## src/hdl/tcce_pkg.sv

```systemverilog
// shared types, codes and constants of the text console cursor engine
package tcce_pkg;

    // default screen geometry
    localparam int DEF_COLUMNS = 80;
    localparam int DEF_ROWS    = 25;

    // blank cell contents
    localparam logic [7:0] BLANK_CHAR = 8'h20;
    localparam logic [7:0] RESET_ATTR = 8'h07;

    // register port geometry
    localparam int PADDR_W = 3;
    localparam int PDATA_W = 32;

    // register index (paddr[2])
    localparam logic REG_TEXT_ATTR = 1'b0;

    // command kinds
    typedef enum logic [3:0] {
        K_PUT      = 4'd0,
        K_NEWLINE  = 4'd1,
        K_LEFT     = 4'd2,
        K_RIGHT    = 4'd3,
        K_UP       = 4'd4,
        K_DOWN     = 4'd5,
        K_BS       = 4'd6,
        K_CLR_ALL  = 4'd7,
        K_CLR_FROM = 4'd8,
        K_CLR_TO   = 4'd9,
        K_GOTO     = 4'd10,
        K_READ     = 4'd11
    } kind_t;

    // sequencer states
    typedef enum logic [3:0] {
        S_INIT,
        S_IDLE,
        S_PUT,
        S_LEFT1,
        S_LEFT2,
        S_CLR_SET,
        S_FILL,
        S_SCR_PRIME,
        S_SCROLL,
        S_READ,
        S_RCAP,
        S_DONE
    } state_t;

    // one command as taken from the input channel
    typedef struct packed {
        kind_t      kind;
        logic [7:0] char_code;
        logic [6:0] target_x;
        logic [4:0] target_y;
    } cmd_t;

    // one result, cursor_x in the lowest bits
    typedef struct packed {
        logic [7:0]  cell_attr;
        logic [7:0]  cell_char;
        logic [10:0] cursor_position;
        logic [4:0]  cursor_y;
        logic [6:0]  cursor_x;
    } result_t;

endpackage

```

## src/hdl/tcce_addr_unit.sv

```systemverilog
// shared row/column to linear cell index unit
module tcce_addr_unit #(
    parameter int COLUMNS = tcce_pkg::DEF_COLUMNS,
    parameter int ROWS    = tcce_pkg::DEF_ROWS
) (
    input  logic [$clog2(ROWS)-1:0]         row,
    input  logic [$clog2(COLUMNS)-1:0]      col,
    output logic [$clog2(COLUMNS*ROWS)-1:0] idx
);

    localparam int AW = $clog2(COLUMNS*ROWS);

    // index = row * columns + column
    assign idx = AW'(row) * AW'(COLUMNS) + AW'(col);

endmodule

```

## config.mk

```make
export PLATFORM = sky130hd
export DESIGN_NAME = tcce_addr_unit
export DESIGN_NICKNAME = d
export VERILOG_FILES = /design/src/hdl/tcce_pkg.sv /design/src/hdl/tcce_addr_unit.sv
export SDC_FILE = /design/constraint.sdc
export NUM_CORES = 1
export LEC_CHECK = 0
export BUFFER_PORTS_ARGS = -buffer_cell sky130_fd_sc_hd__buf_4
export CORE_AREA = 10 10 47 49
export DETAILED_ROUTE_END_ITERATION = 10
export DIE_AREA = 0 0 57 59
export SLEW_MARGIN = 20
export SYNTH_ARGS = -nofsm -noshare
export SYNTH_HDL_FRONTEND = slang
export SYNTH_SLANG_ARGS = --single-unit
```

## constraint.sdc

```tcl
create_clock -name vclk -period 6.4
set_clock_uncertainty 0.2 [all_clocks]
set_input_delay 0.64 -clock vclk [all_inputs]
set_output_delay 0.64 -clock vclk [all_outputs]
set_load 0.01 [all_outputs]
```

==> reports/qor.yml <==
yosysSeqAreaShare_pct: 0
nClkBuffers: 0
antenna_found_initial: 0
max_stage_delay_ns: 0.38
placed_cells: 58
final_util_pct: 28.3
hold_slack_ns: 1.08
final_common_cell: "buf_4"
syn_nets: 54
critPathKind: "input port to output port"
grt_pass1_wl_um: 1190
post_layout_nonfiller_instances: 58
end_kind: "output port"
clock.fmax_mhz: 300
ant_nets: 0
gp_congestion: 0.746
seq_area_um2: 0
finalSetupViolations: 0
hp-class: "input port to output port"
drv_slew: 0
wl_per_cell_um: 11.7
arrival_ns: 2.49
post_cts_resized: 0
status: "completed"
grt_usage_pct: 4.02
crit_fanout: 3
holdBufCountCts: 0
yosysWarnings: 0
layout.nets: 67
cp_slowest_cell: "fa_1"
die_h_um: 59
drv_cap: 0
drtIter0Drc: 0
grt_start_max_net_pins: 5
core.rowCount: 14
final_cell_mix: "15 x buf_4, 9 x ha_1, 4 x xnor2_1"
setup_tns_ns: 0
die_area_um2: 3360
tightest_slew_ns: 0.218
drt_pass1_iterations: 1
ios: 23
grt_pass1_vias: 270
area_growth_pct: 34.9
critPathRequiredTime_ns: 5.56
hold_viol: 0
drc: 0
maxSlewHeadroom_pct: 85.4
synth.distinct_cells: 10
min_period_ns: 3.33
synth_cells: 31
via_per_inst: 4.17
start_util_pct: 21.0
syn_area_um2: 294
overflow: 0
core_area_um2: 1400
port-buffer-count: 15
p_leak_nw: 0.221
pwr_density_cell_nw_per_um2: 134
drive_gt1_share_pct: 35.7
cp_cell_sequence: "buf_4, ha_1, ha_1, fa_1, xor2_1, nand4_1, xnor2_1, xnor2_1, buf_4"
start_kind: "input port"
num_antenna_cells: 0
rsz0062_at_grt: "no"
via_count: 242
max-vdd-ir-drop_uv: 52.8
cts_setup_buffers: 0
design.seq.count: 0
syn_avg_cell_area_um2: 9.48
die_x_um: 57
totalWireLength_um: 681
post-route-period-util_pct: 52.1
-- per-stage QoR --
stage / worst slack (ns) / power (mW) / cell area, um^2
after detailed placement: 3.06 / 0.0540 / 397
after global routing: 2.88 / 0.0606 / 397
after global placement: 3.06 / 0.0539 / 397
final: 3.07 / 0.0533 / 397
after CTS: 3.06 / 0.0547 / 397
after floorplan: 3.35 / 0.0327 / 294
-- worst max-delay path, delay by kind of cell --
kind / cells / cell delay, ns
xor+xnor: 3 / 0.57
fa+ha+maj: 3 / 0.88
buf+inv: 2 / 0.27
simple gates: 1 / 0.14
-- final cells by class --
| type | instances | area (um^2) |
|---|---|---|
| fill | 160 | 1000 |
| multi-input combinational | 27 | 264 |
| tap | 16 | 20.0 |
| timing repair buffer | 15 | 113 |
-- power breakdown --
group,total (mW),internal (mW),switching (mW)
clock,0,0,0
sequential,0,0,0
combinational,0.0533,0.0285,0.0248
total,0.0533,0.0285,0.0248
-- worst paths after layout --
check	startpoint	end	cells past startpoint	slack [ns]
worst max-delay path	row[1]	idx[10]	9	3.07
worst min-delay path	col[1]	idx[1]	0	1.08
-- cells in the mapped netlist --
| cell type | n | area [um^2] |
|---|---|---|
| a21o_1 | 3 | 22.5 |
| a21oi_1 | 2 | 10.0 |
| buf_4 | 4 | 30.0 |
| fa_1 | 2 | 40.0 |
| ha_1 | 9 | 113 |
| nand2_1 | 2 | 7.51 |
| nand4_1 | 1 | 6.26 |
| nor2_1 | 1 | 3.75 |
| xnor2_1 | 4 | 35.0 |
| xor2_1 | 3 | 26.3 |
-- metal layers --
layer,global-route usage [%],share of wire (%)
met2,6.98,48
met5,0,0
met1,4.62,39
met3,1.93,13
met4,0,0
-- cell families after synthesis --
logic type | count (synthesis) | share of synthesized area [%]
buffers and inverters | 4 | 10.2
XOR/XNOR | 7 | 20.9
AO/OA/AOI/OAI | 5 | 11.1
AND/OR/NAND/NOR | 4 | 5.96
adder cells (fa/ha/maj) | 11 | 51.9
(Power assumes the default switching activity.)
