### src/hdl/tcce_pkg.sv
// shared types, codes and constants of the text console cursor engine
package tcce_pkg;

    // default screen geometry
    localparam int DEF_COLUMNS = 80;
    localparam int DEF_ROWS    = 25;

    // blank cell contents
    localparam logic [7:0] BLANK_CHAR = 8'h20;
    localparam logic [7:0] RESET_ATTR = 8'h07;

    // register port geometry
    localparam int PADDR_W = 3;
    localparam int PDATA_W = 32;

    // register index (paddr[2])
    localparam logic REG_TEXT_ATTR = 1'b0;

    // command kinds
    typedef enum logic [3:0] {
        K_PUT      = 4'd0,
        K_NEWLINE  = 4'd1,
        K_LEFT     = 4'd2,
        K_RIGHT    = 4'd3,
        K_UP       = 4'd4,
        K_DOWN     = 4'd5,
        K_BS       = 4'd6,
        K_CLR_ALL  = 4'd7,
        K_CLR_FROM = 4'd8,
        K_CLR_TO   = 4'd9,
        K_GOTO     = 4'd10,
        K_READ     = 4'd11
    } kind_t;

    // sequencer states
    typedef enum logic [3:0] {
        S_INIT,
        S_IDLE,
        S_PUT,
        S_LEFT1,
        S_LEFT2,
        S_CLR_SET,
        S_FILL,
        S_SCR_PRIME,
        S_SCROLL,
        S_READ,
        S_RCAP,
        S_DONE
    } state_t;

    // one command as taken from the input channel
    typedef struct packed {
        kind_t      kind;
        logic [7:0] char_code;
        logic [6:0] target_x;
        logic [4:0] target_y;
    } cmd_t;

    // one result, cursor_x in the lowest bits
    typedef struct packed {
        logic [7:0]  cell_attr;
        logic [7:0]  cell_char;
        logic [10:0] cursor_position;
        logic [4:0]  cursor_y;
        logic [6:0]  cursor_x;
    } result_t;

endpackage

### src/hdl/tcce_engine.sv
// command sequencer: cursor, sweep counter and cell store access
module tcce_engine #(
    parameter int COLUMNS = tcce_pkg::DEF_COLUMNS,
    parameter int ROWS    = tcce_pkg::DEF_ROWS
) (
    input  logic                                aclk,
    input  logic                                aresetn,
    input  logic                                cmd_valid,
    input  tcce_pkg::cmd_t                      cmd_in,
    output logic                                cmd_ready,
    input  logic [7:0]                          text_attr,
    input  logic                                out_free,
    output logic                                res_valid,
    output tcce_pkg::result_t                   res,
    output logic                                mem_we,
    output logic [$clog2(COLUMNS*ROWS)-1:0]     mem_waddr,
    output logic [15:0]                         mem_wdata,
    output logic [$clog2(COLUMNS*ROWS)-1:0]     mem_raddr,
    input  logic [15:0]                         mem_rdata,
    output logic [$clog2(ROWS)-1:0]             au_row,
    output logic [$clog2(COLUMNS)-1:0]          au_col,
    input  logic [$clog2(COLUMNS*ROWS)-1:0]     au_idx
);

    localparam int CW    = $clog2(COLUMNS);
    localparam int RW    = $clog2(ROWS);
    localparam int CELLS = COLUMNS * ROWS;
    localparam int AW    = $clog2(CELLS);

    localparam logic [CW-1:0] COL_LAST  = CW'(COLUMNS - 1);
    localparam logic [RW-1:0] ROW_LAST  = RW'(ROWS - 1);
    localparam logic [AW-1:0] CELL_LAST = AW'(CELLS - 1);
    localparam logic [AW-1:0] LAST_ROW0 = AW'((ROWS - 1) * COLUMNS);
    localparam logic [AW:0]   CELLS_W   = (AW+1)'(CELLS);
    localparam logic [AW:0]   ROW_STEP  = (AW+1)'(COLUMNS + 1);

    tcce_pkg::state_t state_reg, state_next;
    tcce_pkg::cmd_t   cmd_reg;

    logic [CW-1:0] col_reg, col_next;
    logic [RW-1:0] row_reg, row_next;
    logic [AW-1:0] cnt_reg, cnt_next;
    logic [AW-1:0] last_reg, last_next;
    logic [CW-1:0] tx_reg;
    logic [RW-1:0] ty_reg;
    logic [7:0]    cchar_reg, cchar_next;
    logic [7:0]    cattr_reg, cattr_next;

    logic          accept;
    logic [CW-1:0] tx_sat;
    logic [RW-1:0] ty_sat;
    logic [AW:0]   scr_rd;
    logic          put_wrap;
    logic          row_bottom;
    logic [15:0]   blank;

    assign accept     = cmd_valid && (state_reg == tcce_pkg::S_IDLE);
    assign cmd_ready  = (state_reg == tcce_pkg::S_IDLE);
    assign row_bottom = (row_reg == ROW_LAST);
    assign put_wrap   = (col_reg == COL_LAST);
    assign blank      = {text_attr, tcce_pkg::BLANK_CHAR};
    assign scr_rd     = (AW+1)'(cnt_reg) + ROW_STEP;

    // saturate requested coordinates to the screen
    assign tx_sat = (9'(cmd_in.target_x) >= 9'(COLUMNS)) ? COL_LAST : CW'(cmd_in.target_x);
    assign ty_sat = (7'(cmd_in.target_y) >= 7'(ROWS)) ? ROW_LAST : RW'(cmd_in.target_y);

    // shared index unit: target cell for reads, cursor otherwise
    assign au_row = (state_reg == tcce_pkg::S_READ) ? ty_reg : row_reg;
    assign au_col = (state_reg == tcce_pkg::S_READ) ? tx_reg : col_reg;

    // next state
    always_comb begin
        state_next = state_reg;
        unique case (state_reg)
            tcce_pkg::S_INIT: begin
                if (cnt_reg == CELL_LAST) state_next = tcce_pkg::S_IDLE;
            end
            tcce_pkg::S_IDLE: begin
                if (cmd_valid) begin
                    unique case (cmd_in.kind)
                        tcce_pkg::K_PUT:      state_next = tcce_pkg::S_PUT;
                        tcce_pkg::K_NEWLINE,
                        tcce_pkg::K_DOWN:     state_next = row_bottom ? tcce_pkg::S_SCR_PRIME
                                                                     : tcce_pkg::S_DONE;
                        tcce_pkg::K_RIGHT:    state_next = (put_wrap && row_bottom)
                                                           ? tcce_pkg::S_SCR_PRIME
                                                           : tcce_pkg::S_DONE;
                        tcce_pkg::K_BS:       state_next = tcce_pkg::S_LEFT1;
                        tcce_pkg::K_CLR_ALL,
                        tcce_pkg::K_CLR_FROM,
                        tcce_pkg::K_CLR_TO:   state_next = tcce_pkg::S_CLR_SET;
                        tcce_pkg::K_READ:     state_next = tcce_pkg::S_READ;
                        default:              state_next = tcce_pkg::S_DONE;
                    endcase
                end
            end
            tcce_pkg::S_LEFT1:   state_next = tcce_pkg::S_PUT;
            tcce_pkg::S_PUT: begin
                if (put_wrap && row_bottom) begin
                    state_next = tcce_pkg::S_SCR_PRIME;
                end else if (cmd_reg.kind == tcce_pkg::K_BS) begin
                    state_next = tcce_pkg::S_LEFT2;
                end else begin
                    state_next = tcce_pkg::S_DONE;
                end
            end
            tcce_pkg::S_LEFT2:   state_next = tcce_pkg::S_DONE;
            tcce_pkg::S_CLR_SET: state_next = tcce_pkg::S_FILL;
            tcce_pkg::S_FILL: begin
                if (cnt_reg == last_reg) state_next = tcce_pkg::S_DONE;
            end
            tcce_pkg::S_SCR_PRIME: state_next = tcce_pkg::S_SCROLL;
            tcce_pkg::S_SCROLL: begin
                if (cnt_reg == CELL_LAST) begin
                    state_next = (cmd_reg.kind == tcce_pkg::K_BS) ? tcce_pkg::S_LEFT2
                                                                 : tcce_pkg::S_DONE;
                end
            end
            tcce_pkg::S_READ:    state_next = tcce_pkg::S_RCAP;
            tcce_pkg::S_RCAP:    state_next = tcce_pkg::S_DONE;
            tcce_pkg::S_DONE: begin
                if (out_free) state_next = tcce_pkg::S_IDLE;
            end
            default:             state_next = tcce_pkg::S_INIT;
        endcase
    end

    // cursor, counters and store access
    always_comb begin
        col_next   = col_reg;
        row_next   = row_reg;
        cnt_next   = cnt_reg;
        last_next  = last_reg;
        cchar_next = cchar_reg;
        cattr_next = cattr_reg;
        mem_we     = 1'b0;
        mem_waddr  = cnt_reg;
        mem_wdata  = blank;
        mem_raddr  = au_idx;
        res_valid  = 1'b0;
        unique case (state_reg)
            tcce_pkg::S_INIT: begin
                mem_we    = 1'b1;
                mem_wdata = {tcce_pkg::RESET_ATTR, tcce_pkg::BLANK_CHAR};
                cnt_next  = cnt_reg + AW'(1);
            end
            tcce_pkg::S_IDLE: begin
                if (accept) begin
                    cchar_next = '0;
                    cattr_next = '0;
                    unique case (cmd_in.kind)
                        tcce_pkg::K_NEWLINE: begin
                            col_next = '0;
                            if (!row_bottom) row_next = row_reg + RW'(1);
                        end
                        tcce_pkg::K_LEFT: begin
                            if (col_reg == '0) begin
                                col_next = COL_LAST;
                                if (row_reg != '0) row_next = row_reg - RW'(1);
                            end else begin
                                col_next = col_reg - CW'(1);
                            end
                        end
                        tcce_pkg::K_RIGHT: begin
                            if (put_wrap) begin
                                col_next = '0;
                                if (!row_bottom) row_next = row_reg + RW'(1);
                            end else begin
                                col_next = col_reg + CW'(1);
                            end
                        end
                        tcce_pkg::K_UP: begin
                            if (row_reg != '0) row_next = row_reg - RW'(1);
                        end
                        tcce_pkg::K_DOWN: begin
                            if (!row_bottom) row_next = row_reg + RW'(1);
                        end
                        tcce_pkg::K_GOTO: begin
                            col_next = tx_sat;
                            row_next = ty_sat;
                        end
                        default: begin
                        end
                    endcase
                end
            end
            tcce_pkg::S_LEFT1, tcce_pkg::S_LEFT2: begin
                if (col_reg == '0) begin
                    col_next = COL_LAST;
                    if (row_reg != '0) row_next = row_reg - RW'(1);
                end else begin
                    col_next = col_reg - CW'(1);
                end
            end
            tcce_pkg::S_PUT: begin
                mem_we    = 1'b1;
                mem_waddr = au_idx;
                mem_wdata = {text_attr, cmd_reg.char_code};
                if (put_wrap) begin
                    col_next = '0;
                    if (!row_bottom) row_next = row_reg + RW'(1);
                end else begin
                    col_next = col_reg + CW'(1);
                end
            end
            tcce_pkg::S_CLR_SET: begin
                cnt_next  = (cmd_reg.kind == tcce_pkg::K_CLR_FROM) ? au_idx : '0;
                last_next = (cmd_reg.kind == tcce_pkg::K_CLR_TO) ? au_idx : CELL_LAST;
            end
            tcce_pkg::S_FILL: begin
                mem_we   = 1'b1;
                cnt_next = cnt_reg + AW'(1);
            end
            tcce_pkg::S_SCR_PRIME: begin
                mem_raddr = AW'(COLUMNS);
                cnt_next  = '0;
            end
            tcce_pkg::S_SCROLL: begin
                // copy from one row below, blank the last row
                mem_we    = 1'b1;
                mem_wdata = (cnt_reg < LAST_ROW0) ? mem_rdata : blank;
                mem_raddr = (scr_rd < CELLS_W) ? scr_rd[AW-1:0] : '0;
                cnt_next  = cnt_reg + AW'(1);
            end
            tcce_pkg::S_READ: begin
                mem_raddr = au_idx;
            end
            tcce_pkg::S_RCAP: begin
                cchar_next = mem_rdata[7:0];
                cattr_next = mem_rdata[15:8];
            end
            tcce_pkg::S_DONE: begin
                res_valid = out_free;
            end
            default: begin
            end
        endcase
    end

    // result fields
    assign res.cursor_x        = 7'(col_reg);
    assign res.cursor_y        = 5'(row_reg);
    assign res.cursor_position = 11'(au_idx);
    assign res.cell_char       = cchar_reg;
    assign res.cell_attr       = cattr_reg;

    // control registers
    always_ff @(posedge aclk) begin
        if (!aresetn) begin
            state_reg <= tcce_pkg::S_INIT;
            col_reg   <= '0;
            row_reg   <= '0;
            cnt_reg   <= '0;
        end else begin
            state_reg <= state_next;
            col_reg   <= col_next;
            row_reg   <= row_next;
            cnt_reg   <= cnt_next;
        end
    end

    // payload registers
    always_ff @(posedge aclk) begin
        last_reg  <= last_next;
        cchar_reg <= cchar_next;
        cattr_reg <= cattr_next;
        if (accept) begin
            cmd_reg <= cmd_in;
            tx_reg  <= tx_sat;
            ty_reg  <= ty_sat;
        end
    end

endmodule

### config.mk
export PLATFORM = sky130hd
export DESIGN_NAME = tcce_engine
export DESIGN_NICKNAME = d
export VERILOG_FILES = /design/src/hdl/tcce_pkg.sv /design/src/hdl/tcce_engine.sv
export SDC_FILE = /design/constraint.sdc
export NUM_CORES = 1
export LEC_CHECK = 0
export BUFFER_PORTS_ARGS = -buffer_cell sky130_fd_sc_hd__buf_2
export CORE_ASPECT_RATIO = 2
export CORE_MARGIN = 1.5
export CORE_UTILIZATION = 55
export CTS_CLUSTER_SIZE = 10
export DETAILED_ROUTE_END_ITERATION = 10
export PLACE_DENSITY = 0.91
export SYNTH_ARGS = -nofsm -noshare
export SYNTH_HDL_FRONTEND = slang
export SYNTH_SLANG_ARGS = --single-unit
export TNS_END_PERCENT = 1
### constraint.sdc
create_clock -name aclk -period 7.93 [get_ports aclk]
set_input_delay 2.379 -clock aclk [delete_from_list [all_inputs] [get_ports aclk]]
set_output_delay 2.379 -clock aclk [all_outputs]
set_load 0.01 [all_outputs]
==> summary.txt, run 1 <==
Global route
  • GR Util All Layers: 31.5%
  • Busiest layer in global routing: met2
  • Largest net degree at the start of global routing: 34
  • Initial antenna violation count: 0
  • First-pass GRT wire length: 28200 um
  • GR Layer Usage met3: 5.69%
  • GRT met2 Usage: 55.4%
  • Number of global-route vias before repair: 5672
  • Met1 Usage GRT: 31.6%
  • Grt total ovfl: 0

CTS
  • Hold Buf Count CTS: 0
  • Clk Latency, worst-skew pair: 0.33 ns
  • Maximum root-to-sink buffer count: 2
  • CTS Root Cell: clkbuf_16
  • Htree depth: 3
  • Clock Sinks: 78
  • TritonCTS Buffers: 9
  • Post-CTS Resized: 0
  • Clock transition at the registers of the reported paths: 0.06 ns
  • Number of buffers added for setup after CTS: 0
  • CTS tree: built

Floorplanning
  • Vert. Die Dim: about 150 um
  • Die Footprint: 11400 um2
  • Starting Density: 56.1%
  • I/O Pins: 155
  • DIE WIDTH: 76.1 um
  • Num rows: 53
  • CORE AREA: 10500 um2

Finish
  • Area delta synth->final: 15.7%
  • N_diodes: 0
  • Nets: a little under 900
  • Max reg flops: 12
  • Most frequent cells in the layout: buf_2 (154), nand2_1 (93), o21ai_0 (61), nor2_1 (52), edfxtp_1 (51)
  • Most common cell after layout, fill and taps aside: buf_2
  • Fraction of layout cells with a size suffix above 1: 24.3%

Status
  • Status: completed

STA
  • Worst Max-Slew Pin Slew: 1.18 ns
  • Fin Hold WS: 0.638 ns
  • Final setup viols: 0
  • Fin. Hold Viols: 0
  • Fmax: 181 MHz
  • Post-route setup TNS: 0 ns
  • Fin crit share: 69.6%
  • Fin Clk Skew: 0.00756 ns
  • Normalized max-slew margin: 20.5%
  • Period minus WS final: 5.52 ns
  • Max Slew Vio Count: 0
  • RSZ-0062 raised after global routing: no

Synthesis
  • Part of the Yosys area used for sequential elements: 35.2%
  • Synth cell types: 81
  • EDFF count, synth: 51
  • FFs w/ async S/R, synth: 0%
  • Warnings from Yosys: 0
  • Synth Flop Type: edfxtp_1
  • Syn Std Cell Area: around 6000 um2
  • Register bit total from synthesis: 78
  • Cells after Synth: approximately 700
  • Mapped Avg Cell Area: 8.35 um2
  • Syn nets: 773

Setup path
  • Crit path DAT: 3.14 ns
  • Startpoint types: flip-flop
  • Reg2reg start: state_reg[3]
  • CP required: 5.55 ns
  • Worst Path Max Fanout: 11
  • CP endpoint kind: primary output
  • Setup CP Type: flip-flop to primary output
  • Critical Path Start: cnt_reg[0]

Detailed routing
  • Routed Antenna Nets: 0
  • DR DRC count: 0
  • Drt total wl: 18200 um
  • Vias per inst: between 6 and 7
  • DR pass1 iterations: 5
  • Initial DRC count: between 400 and 500
  • Wirelength per Cell: 19.1 um
  • Vias: 5993

Run
  • Max Cap Violations: 0

Pwr
  • Peak supply drop: ~130 uV
  • Pleak: 0.00279 uW
  • Pwr Density: roughly 130 nW/um2

Placement
  • DP Wirelength: roughly 14000 um
  • Routability cong.: 1.00
  • I/O Buffers: about 150

Worst hold path
  • Hold_sp: col_reg[0]
  • HP Class: flip-flop to flip-flop
## cell families (layout without fill, tap and decap cells)
logic type	count (synthesis)	after routing	share of synthesized area [%]
adder cells (fa/ha/maj)	6	6	1.28
buffers and inverters	79	191	7.02
AND/OR/NAND/NOR	297	297	26.4
flip-flops	78	78	35.2
multiplexers	10	10	1.79
AO/OA/AOI/OAI	201	201	23.4
XOR/XNOR	33	33	4.92
## synth_stat cells, types with 4 or more instances
| cell | instances | area (um2) |
|---|---|---|
| a22o_1 | 13 | 114 |
| o221ai_1 | 6 | 52.6 |
| o21ai_0 | 62 | 310 |
| mux2_2 | 4 | 45.0 |
| buf_6 | 4 | 45.0 |
| a211oi_1 | 7 | 52.6 |
| nand4_1 | 8 | 50.1 |
| nand3_1 | 21 | 105 |
| nor2_1 | 52 | 195 |
| nor3b_1 | 7 | 52.6 |
| nand2b_1 | 16 | 100 |
| and3_1 | 7 | 43.8 |
| a21oi_1 | 39 | 195 |
| buf_4 | 15 | 113 |
| nor3_1 | 15 | 75.1 |
| and2_1 | 28 | 175 |
| xor2_1 | 4 | 35.0 |
| edfxtp_1 | 51 | 1530 |
| mux2i_1 | 6 | 60.1 |
| xnor2_1 | 29 | 254 |
| nor2b_1 | 8 | 50.1 |
| dfxtp_1 | 27 | 541 |
| a21o_1 | 4 | 30.0 |
| a31oi_1 | 11 | 68.8 |
| o211ai_1 | 5 | 37.5 |
| o31ai_1 | 4 | 30.0 |
| or3_1 | 14 | 87.6 |
| o211a_1 | 8 | 80.1 |
| ha_1 | 6 | 75.1 |
| inv_1 | 18 | 67.6 |
| nand3b_1 | 6 | 45.0 |
| buf_2 | 12 | 60.1 |
| nand2_1 | 93 | 349 |
| clkbuf_1 | 27 | 101 |
## through the flow
step	worst slack (ns)	instances	util [%]	cell area, um2	total power (uW)
4_1_cts	2.44	953	64.9	6800	920
2_1_floorplan	2.75	704	-	5880	485
5_1_grt	2.13	953	64.9	6800	940
3_5_place_dp	2.60	938	62.2	6510	517
6_report	2.41	953	64.9	6800	918
3_3_place_gp	2.63	938	62.2	6510	515
## per-layer routing
metal / routed length [um] / part of all wire [%]
met1: 5790 / 32
met4: 1620 / 8.9
met2: 9410 / 52
met3: 1410 / 7.7
met5: 0 / 0
## path summary, 6_finish.rpt
kind                   to  slack (ns)  cells past startpoint
max          mem_raddr[4]        2.41                      8
min            col_reg[0]        0.64                      2
max reg2reg    col_reg[5]        5.01                      6
min reg2reg    col_reg[0]        0.64                      2
## power by group
| group | total (uW) | internal, uW | leakage (uW) | switching [uW] |
|---|---|---|---|---|
| registers | 436 | 431 | 0.000657 | 4.37 |
| clock network | 409 | 242 | 0.000145 | 166 |
| logic | 73.8 | 31.1 | 0.00199 | 42.7 |
## area by class of cell
| class | instances | area (um2) |
|---|---|---|
| Inverter | 18 | 67.6 |
| Clock inverter | 6 | 62.6 |
| Tap cell | 137 | 171 |
| Clock buffer | 9 | 225 |
| Sequential cell | 78 | 2070 |
| Timing Repair Buffer | 158 | 801 |
| Fill cell | 926 | 3680 |
| Multi-Input combinational cell | 547 | 3400 |
## worst max-delay path, cell delays in order (launching register included)
cell	delay, ns
dfxtp_1	0.57
ha_1	0.37
nand4_1	0.25
a21oi_1	0.28
nand2b_1	0.08
a311o_1	0.38
o31ai_4	0.48
o221ai_1	0.20
buf_2	0.19
Note: power is estimated with default switching activity, not from simulation.
==> run 2: changes to the inputs <==
Settings changed: ABC_AREA set to 1, CORE_UTILIZATION 55 to 49, PLACE_DENSITY 0.91 to 0.86.
Clock period 7.93 ns to 4.68 ns, I/O delays scaled along.
==> run 2 against run 1 <==
  * Total power up 73%
  * First-iteration DRC count up 51%
  * Utilization down 5.6 points
  * Clock-buffer cell count up 1
  * Die area up 12%
  * Wire length up 9.5%
  * Non-clock buffer count up 2
  * Critical endpoint is now mem_raddr[8]
  * Largest cell class unchanged
==> summary.txt, run 2 <==
Synthesis
  • Syn nets: just under 1000
  • Register bit total from synthesis: between 70 and 80
  • Synth top cells by count: nand2_1 (258), nor2_1 (120), inv_1 (108)
  • Ranking of synthesized cells by area: edfxtp_1 (26%), nand2_1 (16%), dfxtp_1 (9.2%), nor2_1 (7.7%), inv_1 (6.9%)
  • Synth cell types: 37
  • Cells after Synth: roughly 900
  • Mapped Avg Cell Area: about 6.5 um2
  • Part of the Yosys area used for sequential elements: between 30% and 40%
  • Count leader, synth: nand2_1
  • FFs w/ async S/R, synth: 0%
  • Warnings from Yosys: 0
  • Syn Std Cell Area: 5880 um2
  • Top cell type by total area after synthesis: edfxtp_1
  • EDFF count, synth: 51
  • Top cell type's share of synthesized area: 26.0%
  • Synth Flop Type: edfxtp_1

Finish
  • Nets: 1101
  • Reg area: roughly 2100 um2
  • Area delta synth->final: 17.9%
  • Post-route cell area: ~7000 um2
  • Layout Cells excl Fill: around 1200
  • Max reg flops: 12
  • Fill cells: approximately 1100
  • N_diodes: 0
  • Most frequent cells in the layout: nand2_1 (258), buf_2 (154), nor2_1 (119), inv_1 (108), nand3_1 (79)
  • Most common cell after layout, fill and taps aside: nand2_1
  • Post-layout util: 59.3%
  • Multi-input gate area: ~3100 um2
  • Fraction of layout cells with a size suffix above 1: about 21%

Worst hold path
  • HP Class: flip-flop to flip-flop

STA
  • Max Slew Vio Count: 0
  • Final setup viols: 0
  • RSZ-0062 raised after global routing: no
  • Post-route setup TNS: 0 ns
  • Fmax: 265 MHz
  • Fin crit share: 80.7%
  • Fin. Hold Viols: 0
  • Normalized max-slew margin: 39.6%
  • Worst Max-Slew Pin Slew: 0.903 ns
  • Fin Clk Skew: 0.00785 ns
  • Worst Slack Setup Final: 0.902 ns
  • Period minus WS final: approximately 3.8 ns

Detailed routing
  • Wirelength per Cell: 16.9 um
  • Initial DRC count: 622
  • DR DRC count: 0
  • DR pass1 iterations: 8
  • Drt total wl: 20000 um
  • Vias per inst: 5.61
  • Routed Antenna Nets: 0
  • Vias: about 6600

Placement
  • DP Wirelength: 15100 um
  • DP Area: 6640 um2
  • I/O Buffers: 154
  • Placed cells: 1166
  • Routability cong.: 1.06
  • Pre-CTS setup slack: 1.29 ns

CTS
  • Htree depth: 3
  • CTS Root Cell: clkbuf_16
  • Number of buffers added for setup after CTS: 0
  • Maximum root-to-sink buffer count: 2
  • CTS tree: built
  • Clock transition at the registers of the reported paths: about 0.060 ns
  • TritonCTS Buffers: 9
  • Hold Buf Count CTS: 0
  • Post-CTS Resized: 0
  • Clock Sinks: 78
  • Clk Latency, worst-skew pair: 0.35 ns

Global route
  • First-pass GRT wire length: 30900 um
  • GR Util All Layers: between 30% and 40%
  • Initial antenna violation count: 0
  • Largest net degree at the start of global routing: 34
  • Number of global-route vias before repair: around 6100
  • Grt total ovfl: 0

Pwr
  • Switching part of the total: between 20% and 30%
  • Logic pwr share: under 10%
  • Peak supply drop: roughly 180 uV
  • Pwr Density: 229 nW/um2
  • Clock power share: 45.3%
  • Pleak: roughly 0.0034 uW
  • Int Pwr: about 1200 uW
  • NetSw: a little under 400 uW
  • Reg power frac: 46.3%

Floorplanning
  • Vert. Die Dim: around 160 um
  • Die Footprint: 12700 um2
  • I/O Pins: 155
  • Starting Density: 50.3%
  • Num rows: 56
  • DIE WIDTH: 80.5 um
  • CORE AREA: roughly 12000 um2

Setup path
  • Crit path DAT: between 2 and 2.5 ns
  • Worst Path Max Fanout: 11
  • Startpoint types: flip-flop
  • CP required: ~3.3 ns
  • Setup CP Type: flip-flop to primary output
  • CP endpoint kind: primary output

Status
  • Status: completed

Run
  • Max Cap Violations: 0
==> run 2: cell count changes after synthesis, sizes merged, moves of 19 or more <==
cell    before  now
nand2       93  261
inv         18  118
nor2        53  129
nand3       21   80
and2        28    1
xnor2       29    4
clkbuf      30   11
==> run 2: cell families after synthesis <==
kind of cell	Yosys count	synth area share, %
xor gates and xnor gates	16	2.38
AOI/OAI and AO/OA	140	13.0
DFF	78	35.2
adders and majority gates	6	1.28
buffers and inverters	161	11.7
and+or+nand+nor	502	36.4
==> run 2: area by class of cell <==
type	instances	share of cell area, %
well taps	145	2.62
clock buffers	10	3.30
repair buffers	160	11.8
flip-flops and latches	78	29.9
inverters	119	6.44
clock inverters	6	0.974
multi-input cells	664	45.0
==> run 2: per-stage QoR <==
stage / hold slack (ns) / power, uW
floorplan: 0.481 / 818
global placement: 0.516 / 877
detailed placement: 0.520 / 878
CTS: 0.528 / 1590
global route: 0.567 / 1630
finish: 0.540 / 1590
==> run 2: worst paths after layout <==
path         slack, ns  cells after the start         start            to
min               0.54                      2  state_reg[1]  state_reg[1]
max reg2reg       1.81                      9  state_reg[3]    col_reg[2]
min reg2reg       0.54                      2  state_reg[1]  state_reg[1]
max               0.90                     11    cnt_reg[0]  mem_raddr[8]
==> run 2: power by group through the flow <==
| stage | Sequential (uW) | Clock (uW) | Combinational (uW) |
|---|---|---|---|
| CTS | 734 | 724 | 130 |
| global placement | 749 | 0 | 128 |
| floorplan | 748 | 0 | 69.8 |
| finish | 734 | 720 | 133 |
| detailed placement | 749 | 0 | 129 |
| global route | 734 | 752 | 148 |
==> run 2: routing by layer <==
| metal | global-route usage (%) | up-vias | wire length (um) |
|---|---|---|---|
| li1 | - | 3167 | - |
| met1 | 32.3 | 2989 | 6650 |
| met2 | 59.5 | 383 | 11000 |
| met3 | 5.71 | 91 | 1220 |
| met4 | 19.5 | 0 | 1090 |
| met5 | 0 | - | 0 |
==> run 2: critical path: stages (launching register included) <==
cell and delay [ns]:
dfxtp_1 0.42, ha_1 0.22, nand2_1 0.10, nor2_4 0.15
xor2_1 0.32, nand2_1 0.11, nand2_1 0.07, nor2_1 0.04
nand2_1 0.27, nand3_1 0.12, nand2_1 0.09, buf_2 0.13
